**src/rtl/core/blphm_pkg.sv**
```systemverilog
// ----------------------------------------------------------------------------
// blphm_pkg
// types and constants shared by the band level meter modules
// ----------------------------------------------------------------------------
`default_nettype none

package blphm_pkg;

  localparam int NUM_BANDS = 16;
  localparam int IDX_W     = (NUM_BANDS > 1) ? $clog2(NUM_BANDS) : 1;

  localparam int LEVEL_W   = 16;
  localparam int HOLD_W    = 8;
  localparam int STEP_W    = 7;
  localparam int BAND_W    = 4;
  localparam int CFG_IDX_W = 3;
  localparam int CFG_DAT_W = 16;

  localparam logic [STEP_W-1:0]  STEP_GROW_LIMIT = 7'd64;

  localparam logic [LEVEL_W-1:0] MIN_LEVEL_RST  = 16'd0;
  localparam logic [LEVEL_W-1:0] MAX_LEVEL_RST  = 16'd128;
  localparam logic [LEVEL_W-1:0] BAR_DECAY_RST  = 16'd4;
  localparam logic [HOLD_W-1:0]  HOLD_TICKS_RST = 8'd8;
  localparam logic [STEP_W-1:0]  INIT_STEP_RST  = 7'd2;

  localparam logic OP_WRITE = 1'b0;
  localparam logic OP_TICK  = 1'b1;

  localparam logic [CFG_IDX_W-1:0] CFG_MIN_LEVEL  = 3'd0;
  localparam logic [CFG_IDX_W-1:0] CFG_MAX_LEVEL  = 3'd1;
  localparam logic [CFG_IDX_W-1:0] CFG_BAR_DECAY  = 3'd2;
  localparam logic [CFG_IDX_W-1:0] CFG_HOLD_TICKS = 3'd3;
  localparam logic [CFG_IDX_W-1:0] CFG_INIT_STEP  = 3'd4;

  typedef struct packed {
    logic             wr_en;
    logic             tick_start;
    logic             s1_en;
    logic [IDX_W-1:0] s1_idx;
    logic             s2_en;
    logic [IDX_W-1:0] s2_idx;
    logic             s2_last;
  } blphm_cmd_t;

endpackage

`default_nettype wire

```
**src/rtl/core/band_level_peak_hold_meter_core.sv**
```systemverilog
// ----------------------------------------------------------------------------
// band_level_peak_hold_meter_core
// multi-band level meter with bar decay and peak hold with falloff
// ----------------------------------------------------------------------------
// A level write (opcode 0) leaves busy low, so writes can be issued back to
// back. A tick (opcode 1) raises busy while the band state is walked one
// band per cycle through a merge stage and a decay stage. Results follow the
// tick start through the sequencer state, the merge stage register and the
// result register, one band per cycle in band order on consecutive cycles,
// each marked by strobe for one cycle only; the receiver has no way to stall
// them and must take every beat.
// The config channel is always ready; writes belong between items.
// ----------------------------------------------------------------------------
`default_nettype none

module band_level_peak_hold_meter_core (
  input  wire                                clk,
  input  wire                                rst,
  input  wire                                start,
  output logic                               busy,
  input  wire                                opcode,
  input  wire  [blphm_pkg::BAND_W-1:0]       band,
  input  wire  [blphm_pkg::LEVEL_W-1:0]      level_value,
  input  wire                                commit,
  output logic                               strobe,
  output logic [blphm_pkg::BAND_W-1:0]       out_band,
  output logic [blphm_pkg::LEVEL_W-1:0]      bar_level,
  output logic [blphm_pkg::LEVEL_W-1:0]      peak_level,
  output logic                               last_of_run,
  input  wire                                cfg_valid,
  output logic                               cfg_ready,
  input  wire  [blphm_pkg::CFG_IDX_W-1:0]    cfg_index,
  input  wire  [blphm_pkg::CFG_DAT_W-1:0]    cfg_data
);
  import blphm_pkg::*;

  blphm_cmd_t cmd;

  assign cfg_ready = 1'b1;

  blphm_ctrl u_ctrl (
    .clk    (clk),
    .rst    (rst),
    .start  (start),
    .opcode (opcode),
    .busy   (busy),
    .cmd    (cmd)
  );

  blphm_datapath u_datapath (
    .clk         (clk),
    .rst         (rst),
    .cmd         (cmd),
    .commit      (commit),
    .band        (band),
    .level_value (level_value),
    .cfg_valid   (cfg_valid && cfg_ready),
    .cfg_index   (cfg_index),
    .cfg_data    (cfg_data),
    .strobe      (strobe),
    .out_band    (out_band),
    .bar_level   (bar_level),
    .peak_level  (peak_level),
    .last_of_run (last_of_run)
  );

endmodule

`default_nettype wire

```
**src/rtl/core/blphm_ctrl.sv**
```systemverilog
// ----------------------------------------------------------------------------
// blphm_ctrl
// sequencer: accepts items and walks the bands through the two-stage datapath
// ----------------------------------------------------------------------------
`default_nettype none

module blphm_ctrl (
  input  wire                     clk,
  input  wire                     rst,
  input  wire                     start,
  input  wire                     opcode,
  output logic                    busy,
  output blphm_pkg::blphm_cmd_t   cmd
);
  import blphm_pkg::*;

  localparam logic [1:0] ST_IDLE  = 2'd0;
  localparam logic [1:0] ST_RUN   = 2'd1;
  localparam logic [1:0] ST_DRAIN = 2'd2;

  localparam logic [IDX_W-1:0] LAST_IDX = IDX_W'(NUM_BANDS - 1);

  logic [1:0]       state;
  logic [1:0]       state_next;
  logic [IDX_W-1:0] cnt;
  logic [IDX_W-1:0] cnt_next;
  logic             s2_en;
  logic [IDX_W-1:0] s2_idx;
  logic             s2_last;
  logic             accept;

  assign busy   = (state != ST_IDLE);
  assign accept = start && !busy;

  always_comb begin
    state_next = state;
    cnt_next   = cnt;
    case (state)
      ST_IDLE: begin
        if (accept && opcode == OP_TICK) begin
          state_next = ST_RUN;
          cnt_next   = '0;
        end
      end
      ST_RUN: begin
        if (cnt == LAST_IDX) begin
          state_next = ST_DRAIN;
        end else begin
          cnt_next = cnt + 1'b1;
        end
      end
      ST_DRAIN: begin
        state_next = ST_IDLE;
      end
      default: begin
        state_next = ST_IDLE;
      end
    endcase
  end

  always_ff @(posedge clk) begin
    if (rst) begin
      state <= ST_IDLE;
      cnt   <= '0;
      s2_en <= 1'b0;
    end else begin
      state <= state_next;
      cnt   <= cnt_next;
      s2_en <= (state == ST_RUN);
    end
  end

  always_ff @(posedge clk) begin
    s2_idx  <= cnt;
    s2_last <= (cnt == LAST_IDX);
  end

  always_comb begin
    cmd.wr_en      = accept && (opcode == OP_WRITE);
    cmd.tick_start = accept && (opcode == OP_TICK);
    cmd.s1_en      = (state == ST_RUN);
    cmd.s1_idx     = cnt;
    cmd.s2_en      = s2_en;
    cmd.s2_idx     = s2_idx;
    cmd.s2_last    = s2_last;
  end

endmodule

`default_nettype wire

```
**src/rtl/core/blphm_datapath.sv**
```systemverilog
// ----------------------------------------------------------------------------
// blphm_datapath
// config registers, band state, merge stage, decay stage and result register
// ----------------------------------------------------------------------------
`default_nettype none

module blphm_datapath (
  input  wire                                    clk,
  input  wire                                    rst,
  input  blphm_pkg::blphm_cmd_t                  cmd,
  input  wire                                    commit,
  input  wire  [blphm_pkg::BAND_W-1:0]           band,
  input  wire  [blphm_pkg::LEVEL_W-1:0]          level_value,
  input  wire                                    cfg_valid,
  input  wire  [blphm_pkg::CFG_IDX_W-1:0]        cfg_index,
  input  wire  [blphm_pkg::CFG_DAT_W-1:0]        cfg_data,
  output logic                                   strobe,
  output logic [blphm_pkg::BAND_W-1:0]           out_band,
  output logic [blphm_pkg::LEVEL_W-1:0]          bar_level,
  output logic [blphm_pkg::LEVEL_W-1:0]          peak_level,
  output logic                                   last_of_run
);
  import blphm_pkg::*;

  logic [LEVEL_W-1:0] min_level;
  logic [LEVEL_W-1:0] max_level;
  logic [LEVEL_W-1:0] bar_decay_step;
  logic [HOLD_W-1:0]  peak_hold_ticks;
  logic [STEP_W-1:0]  peak_initial_step;

  logic [LEVEL_W-1:0] bar_levels     [NUM_BANDS];
  logic [LEVEL_W-1:0] peak_levels    [NUM_BANDS];
  logic [HOLD_W-1:0]  hold_counts    [NUM_BANDS];
  logic [STEP_W-1:0]  fall_steps     [NUM_BANDS];
  logic [LEVEL_W-1:0] pending_levels [NUM_BANDS];
  logic               pending_ready;
  logic               do_merge;

  logic [LEVEL_W-1:0] s1_bar;
  logic [LEVEL_W-1:0] s1_peak;
  logic [HOLD_W-1:0]  s1_hold;
  logic [STEP_W-1:0]  s1_fall;

  logic [LEVEL_W-1:0] clamped;
  logic [LEVEL_W-1:0] nl;
  logic [LEVEL_W-1:0] m_bar;
  logic [LEVEL_W-1:0] m_peak;
  logic [HOLD_W-1:0]  m_hold;
  logic [STEP_W-1:0]  m_fall;

  logic [LEVEL_W-1:0] d_bar;
  logic [LEVEL_W-1:0] d_peak;
  logic [LEVEL_W-1:0] pk_sub;
  logic [HOLD_W-1:0]  d_hold;
  logic [STEP_W-1:0]  d_fall;
  logic [STEP_W:0]    fall_sum;
  logic [LEVEL_W-1:0] st_wide;

  // config writes
  always_ff @(posedge clk) begin
    if (rst) begin
      min_level         <= MIN_LEVEL_RST;
      max_level         <= MAX_LEVEL_RST;
      bar_decay_step    <= BAR_DECAY_RST;
      peak_hold_ticks   <= HOLD_TICKS_RST;
      peak_initial_step <= INIT_STEP_RST;
    end else if (cfg_valid) begin
      case (cfg_index)
        CFG_MIN_LEVEL:  min_level         <= cfg_data[LEVEL_W-1:0];
        CFG_MAX_LEVEL:  max_level         <= cfg_data[LEVEL_W-1:0];
        CFG_BAR_DECAY:  bar_decay_step    <= cfg_data[LEVEL_W-1:0];
        CFG_HOLD_TICKS: peak_hold_ticks   <= cfg_data[HOLD_W-1:0];
        CFG_INIT_STEP:  peak_initial_step <= cfg_data[STEP_W-1:0];
        default: begin
        end
      endcase
    end
  end

  // clamp on write
  always_comb begin
    if (level_value < min_level) begin
      clamped = min_level;
    end else if (level_value > max_level) begin
      clamped = max_level;
    end else begin
      clamped = level_value;
    end
  end

  always_ff @(posedge clk) begin
    if (cmd.wr_en && (32'(band) < NUM_BANDS)) begin
      pending_levels[IDX_W'(band)] <= clamped;
    end
  end

  always_ff @(posedge clk) begin
    if (rst) begin
      pending_ready <= 1'b0;
      do_merge      <= 1'b0;
    end else if (cmd.wr_en) begin
      pending_ready <= commit;
    end else if (cmd.tick_start) begin
      do_merge      <= pending_ready;
      pending_ready <= 1'b0;
    end
  end

  // merge stage
  always_comb begin
    nl     = pending_levels[cmd.s1_idx];
    m_bar  = bar_levels[cmd.s1_idx];
    m_peak = peak_levels[cmd.s1_idx];
    m_hold = hold_counts[cmd.s1_idx];
    m_fall = fall_steps[cmd.s1_idx];
    if (do_merge && nl > m_bar) begin
      m_bar = nl;
    end
    if (do_merge && nl > m_peak) begin
      m_peak = nl;
      m_hold = peak_hold_ticks;
      m_fall = peak_initial_step;
    end
  end

  always_ff @(posedge clk) begin
    if (cmd.s1_en) begin
      s1_bar  <= m_bar;
      s1_peak <= m_peak;
      s1_hold <= m_hold;
      s1_fall <= m_fall;
    end
  end

  // decay stage
  always_comb begin
    st_wide  = LEVEL_W'(s1_fall);
    fall_sum = {1'b0, s1_fall} + {2'b00, s1_fall[STEP_W-1:1]};
    d_bar    = (s1_bar >= bar_decay_step) ? (s1_bar - bar_decay_step) : '0;
    pk_sub   = (s1_peak > st_wide) ? (s1_peak - st_wide) : '0;
    d_peak   = s1_peak;
    d_hold   = s1_hold;
    d_fall   = s1_fall;
    if (s1_hold != '0) begin
      d_hold = s1_hold - 1'b1;
    end else begin
      d_peak = (pk_sub <= d_bar) ? d_bar : pk_sub;
      if (s1_fall < STEP_GROW_LIMIT) begin
        d_fall = fall_sum[STEP_W-1:0];
      end
    end
  end

  always_ff @(posedge clk) begin
    if (rst) begin
      for (int i = 0; i < NUM_BANDS; i++) begin
        bar_levels[i]  <= '0;
        peak_levels[i] <= '0;
        hold_counts[i] <= HOLD_TICKS_RST;
        fall_steps[i]  <= INIT_STEP_RST;
      end
    end else if (cmd.s2_en) begin
      bar_levels[cmd.s2_idx]  <= d_bar;
      peak_levels[cmd.s2_idx] <= d_peak;
      hold_counts[cmd.s2_idx] <= d_hold;
      fall_steps[cmd.s2_idx]  <= d_fall;
    end
  end

  // result register
  always_ff @(posedge clk) begin
    if (rst) begin
      strobe <= 1'b0;
    end else begin
      strobe <= cmd.s2_en;
    end
  end

  always_ff @(posedge clk) begin
    if (cmd.s2_en) begin
      out_band    <= BAND_W'(cmd.s2_idx);
      bar_level   <= d_bar;
      peak_level  <= d_peak;
      last_of_run <= cmd.s2_last;
    end
  end

endmodule

`default_nettype wire

```
**config.mk**
```make
export PLATFORM = sky130hd
export DESIGN_NAME = band_level_peak_hold_meter_core
export DESIGN_NICKNAME = d
export VERILOG_FILES = /design/src/rtl/core/blphm_pkg.sv /design/src/rtl/core/band_level_peak_hold_meter_core.sv /design/src/rtl/core/blphm_ctrl.sv /design/src/rtl/core/blphm_datapath.sv
export SDC_FILE = /design/constraint.sdc
export NUM_CORES = 2
export LEC_CHECK = 0
export BUFFER_PORTS_ARGS = -buffer_cell sky130_fd_sc_hd__buf_4
export CAP_MARGIN = 20
export CORE_AREA = 2 2 251 377
export DETAILED_ROUTE_END_ITERATION = 8
export DIE_AREA = 0 0 253 379
export PLACE_DENSITY = 0.76
export SYNTH_ARGS = -nofsm -noshare
export SYNTH_HDL_FRONTEND = slang
export SYNTH_SLANG_ARGS = --single-unit
export TNS_END_PERCENT = 100
```
**constraint.sdc**
```tcl
create_clock -name clk -period 5.75 [get_ports clk]
set_input_delay 0.8625 -clock clk [delete_from_list [all_inputs] [get_ports clk]]
set_output_delay 0.8625 -clock clk [all_outputs]
set_load 0.01 [all_outputs]
```
==> run metrics <==
Comb power frac=8.6%; final WL=150.3 mm; Clock Tree Root=clkbuf_16; share of layout cells above drive strength 1=between 20 and 25%; placed cell areas=around 55,000 µm²; Slowest-stage cell, CP=a221oi_2; Skew-Pair Late Insertion Delay=about 0.75 ns; hold endpoint=u_ctrl.s2_idx[2]; worst path bufs/invs=4; worst clock skew=0.05920 ns; Reg power frac=52.5%; CTS clock-pin slew for the worst setup and hold paths=0.06 ns; DR vias=32,400; metal1 wirelength=51.31 mm; CP startpoint kind=register; WL met3=~14 mm; Clock Tree Buf Depth=3; WP data arrival=5.81 ns; final instance area=just under 60,000 µm²; Post-Place Cells=approximately 4,700; CTS tree=built; PortBufs=a little over 80; Syn Nets=between 3,000 and 4,000; Avg Synthesized Cell Area=14.80 µm²; Rel. slew slack=between 20% and 30%; GPL Wtd Cong=0.9241; achievable frequency=0.1863 GHz; Vias per Instance=6.610; Die Height=approximately 380 µm; worst r2r dst=u_datapath.peak_levels[4][15]; die area=95,890 µm²; Setup Viol. Count Final=0; FF-to-FF path depth=18; hold path depth=0; WP data required=6.19 ns; origin of the worst min-delay path=u_ctrl.cnt[2]; Post-DP HPWL=87.17 mm; routed wl met2=75.63 mm; Top FF cell, synth=edfxtp_1; Power Density=314.3 nW/µm²; Final Core Density=63.23%; cell family with most CP delay=compound AO/OA/AOI/OAI gates; cell count after synthesis=3,537; Clk pwr share=38.9%; RSZ-0062 raised after global routing=no; I/O pin total=85; net switching power=4.417 mW; switching share of power=24.02%; min cycle time layout=5.367 ns; core area=92,560 µm²; Die X=253 µm; FF+latch count, synth=between 1,000 and 1,500; Pre-antenna DRT Iters=5; initial antenna violation count=4; Starting Density=56.56%; max-capacitance violation count=0; largest net degree at the start of global routing=76; post-synthesis cell type count=73; Worst setup EP type=register; fillcell total=6,559; std cell rows=137; EDFF count, synth=1,092; R2R Setup Slk=0.38 ns; largest fanout on the critical path=18; CP cell instances=inv_1 -> ha_1 -> inv_1 -> fa_1 -> a211oi_1 -> o211ai_1 -> a311oi_4 -> buf_4 -> a21oi_1 -> ha_1 -> a21oi_1 -> o21ai_0 -> a221o_1 -> o31ai_2 -> nor2_1 -> a221oi_2 -> buf_4 -> nor2_1; GRT overflow=0; peak supply drop=approximately 0.34 mV; DR top layer=met5; Hold Vio Cnt, Final=0; Slew @ Worst Pin=1.172 ns; Post-CTS Hold Buffers=0; Nets=roughly 3,800; status=complete, no violations; mapped cell area=52,350 µm²; total design power=18.39 mW; fin. max-slew vios=0; Final Non-Filler Cells=4,902; vias in the first global route=32,730; clk sinks=around 1,200; final cycle utilization of the critical path=between 90 and 100%; Worst Hold Class=register to register; DRC errors left=0; reg2reg start=u_datapath.s1_peak[0]; first-pass GRT wire length=216.3 mm; ys async rst share=0%; synthesis warning total=0; H-tree depth=3; DR iter-0 viols=4,158; Routed WL per cell=30.65 µm; global-route usage over all layers=a little under a third; Cell Int Power=between 10 and 15 mW; Synth-to-Final Area Change=11.79%; Fin Setup TNS=0 ns; Crit path largest cell delay=around 0.66 ns; sequential share of the synthesized area=between 60% and 70%; TritonCTS buffer count=approximately 100; Crit Path Class=register to register; static leakage=between 20 and 25 nW; Routed Antenna Nets=0
==> power groups by stage <==
stage               clock (mW)  combinational, mW  sequential [mW]
floorplan                    0              0.965             9.81
global placement             0               1.54             9.83
detailed placement           0               1.56             9.84
CTS                       7.18               1.56             9.66
global route              7.47               1.68             9.67
finish                    7.15               1.58             9.66
==> cells in the final DEF (no fill, tap or decap), types with 38 or more instances in the layout <==
cell / n
edfxtp_1: 1092
nor2_1: 724
mux4_2: 315
buf_4: 214
nand2_1: 205
inv_1: 135
ha_1: 110
clkbuf_16: 108
a21oi_1: 105
dfxtp_1: 77
nor3_1: 65
mux2_2: 49
mux2i_1: 38
==> how the worst max path moves through the flow <==
stage                     startpoint                       endpoint  depth (start not counted)
2_1_floorplan   u_datapath.s1_bar[9]  u_datapath.peak_levels[0][15]                         20
3_3_place_gp   u_datapath.s1_fall[6]      u_datapath.peak_level[15]                         16
3_5_place_dp   u_datapath.s1_fall[6]  u_datapath.peak_levels[4][15]                         17
4_1_cts        u_datapath.s1_peak[0]  u_datapath.peak_levels[4][15]                         17
5_1_grt        u_datapath.s1_peak[0]  u_datapath.peak_levels[4][15]                         18
6_report       u_datapath.s1_peak[0]  u_datapath.peak_levels[4][15]                         18
==> cell families (layout without fill, tap and decap cells) <==
| logic type | count (synthesis) | count (layout) | share of synthesized area (%) |
|---|---|---|---|
| muxes | 404 | 404 | 15.37 |
| buffers and inverters | 377 | 559 | 2.803 |
| DFF | 1174 | 1174 | 65.77 |
| AOI/OAI and AO/OA | 266 | 266 | 3.530 |
| other | 1 | 3 | 0.007163 |
| adders and majority gates | 113 | 113 | 2.744 |
| xor gates and xnor gates | 26 | 26 | 0.4350 |
| and+or+nand+nor | 1176 | 1176 | 9.342 |
==> area by class of cell <==
type                    instances  area (µm²)  area share (%)
clock inverters                74       706.9           1.208
flip-flops and latches       1174       34450           58.86
multi-input cells            1986       16730           28.59
well taps                    1181        1478           2.525
inverters                     136       510.5          0.8722
repair buffers                228        1872           3.198
clock buffers                 121        2771           4.735
diodes                          2       5.005        0.008551
==> flip-flops by register name, summed over array words and instances (netlist names), 16 cells and up, named ones only <==
| name | count |
|---|---|
| u_datapath.bar_decay_step | 16 |
| u_datapath.bar_level | 16 |
| u_datapath.bar_levels | 256 |
| u_datapath.fall_steps | 112 |
| u_datapath.hold_counts | 128 |
| u_datapath.max_level | 16 |
| u_datapath.min_level | 16 |
| u_datapath.peak_level | 16 |
| u_datapath.peak_levels | 256 |
| u_datapath.pending_levels | 256 |
| u_datapath.s1_bar | 16 |
| u_datapath.s1_peak | 16 |
==> synthesized netlist by cell type, types with 6 or more instances <==
library cell / instances / share of area, %
nand4_1: 22 / 0.26
o211ai_1: 7 / 0.10
buf_1: 37 / 0.27
a31oi_1: 7 / 0.084
clkbuf_1: 178 / 1.3
o21ai_0: 22 / 0.21
nor2_1: 735 / 5.3
dfxtp_1: 82 / 3.1
edfxtp_1: 1092 / 63
and3_1: 9 / 0.11
or3_1: 14 / 0.17
or4_1: 6 / 0.086
inv_1: 136 / 0.98
nor2b_1: 11 / 0.13
nor3_1: 71 / 0.68
mux2i_1: 40 / 0.76
buf_2: 21 / 0.20
nand2_1: 217 / 1.6
mux2_2: 49 / 1.1
xnor2_1: 15 / 0.25
nand2b_1: 34 / 0.41
ha_1: 110 / 2.6
and2_1: 7 / 0.084
a21o_1: 27 / 0.39
o21a_1: 10 / 0.14
mux4_2: 315 / 14
o31ai_1: 8 / 0.11
a21oi_1: 106 / 1.0
a211oi_1: 22 / 0.32
xor2_1: 11 / 0.18
nand3_1: 26 / 0.25
==> worst register-to-register path, delay by kind of cell (launching register included) <==
family / cells / cell delay, ns
AO/OA/AOI/OAI: 9 / 2.79
adder cells (fa/ha/maj): 3 / 0.91
buffers and inverters: 4 / 0.72
flip-flops: 1 / 0.41
AND/OR/NAND/NOR: 2 / 0.25
==> routing by layer <==
layer / GRT usage [%] / vias up
li1: - / 13450
met1: 38.91 / 16420
met2: 53.70 / 2044
met3: 5.342 / 483
met4: 18.35 / 6
met5: 0 / -
==> repair_timing <==
item / CTS / global route
setup endpoints to repair: 0 / 5
setup buffers: 0 / 1
gates resized for setup: 0 / 1
==> metrics by stage <==
step	hold WS, ns	worst slack, ns
global placement	0.3758	0.2038
finish	0.4045	0.3827
CTS	0.4043	0.3782
detailed placement	0.3843	0.4101
floorplan	0.3627	0.2314
global route	0.4171	0.008324
(Power assumes the default switching activity.)
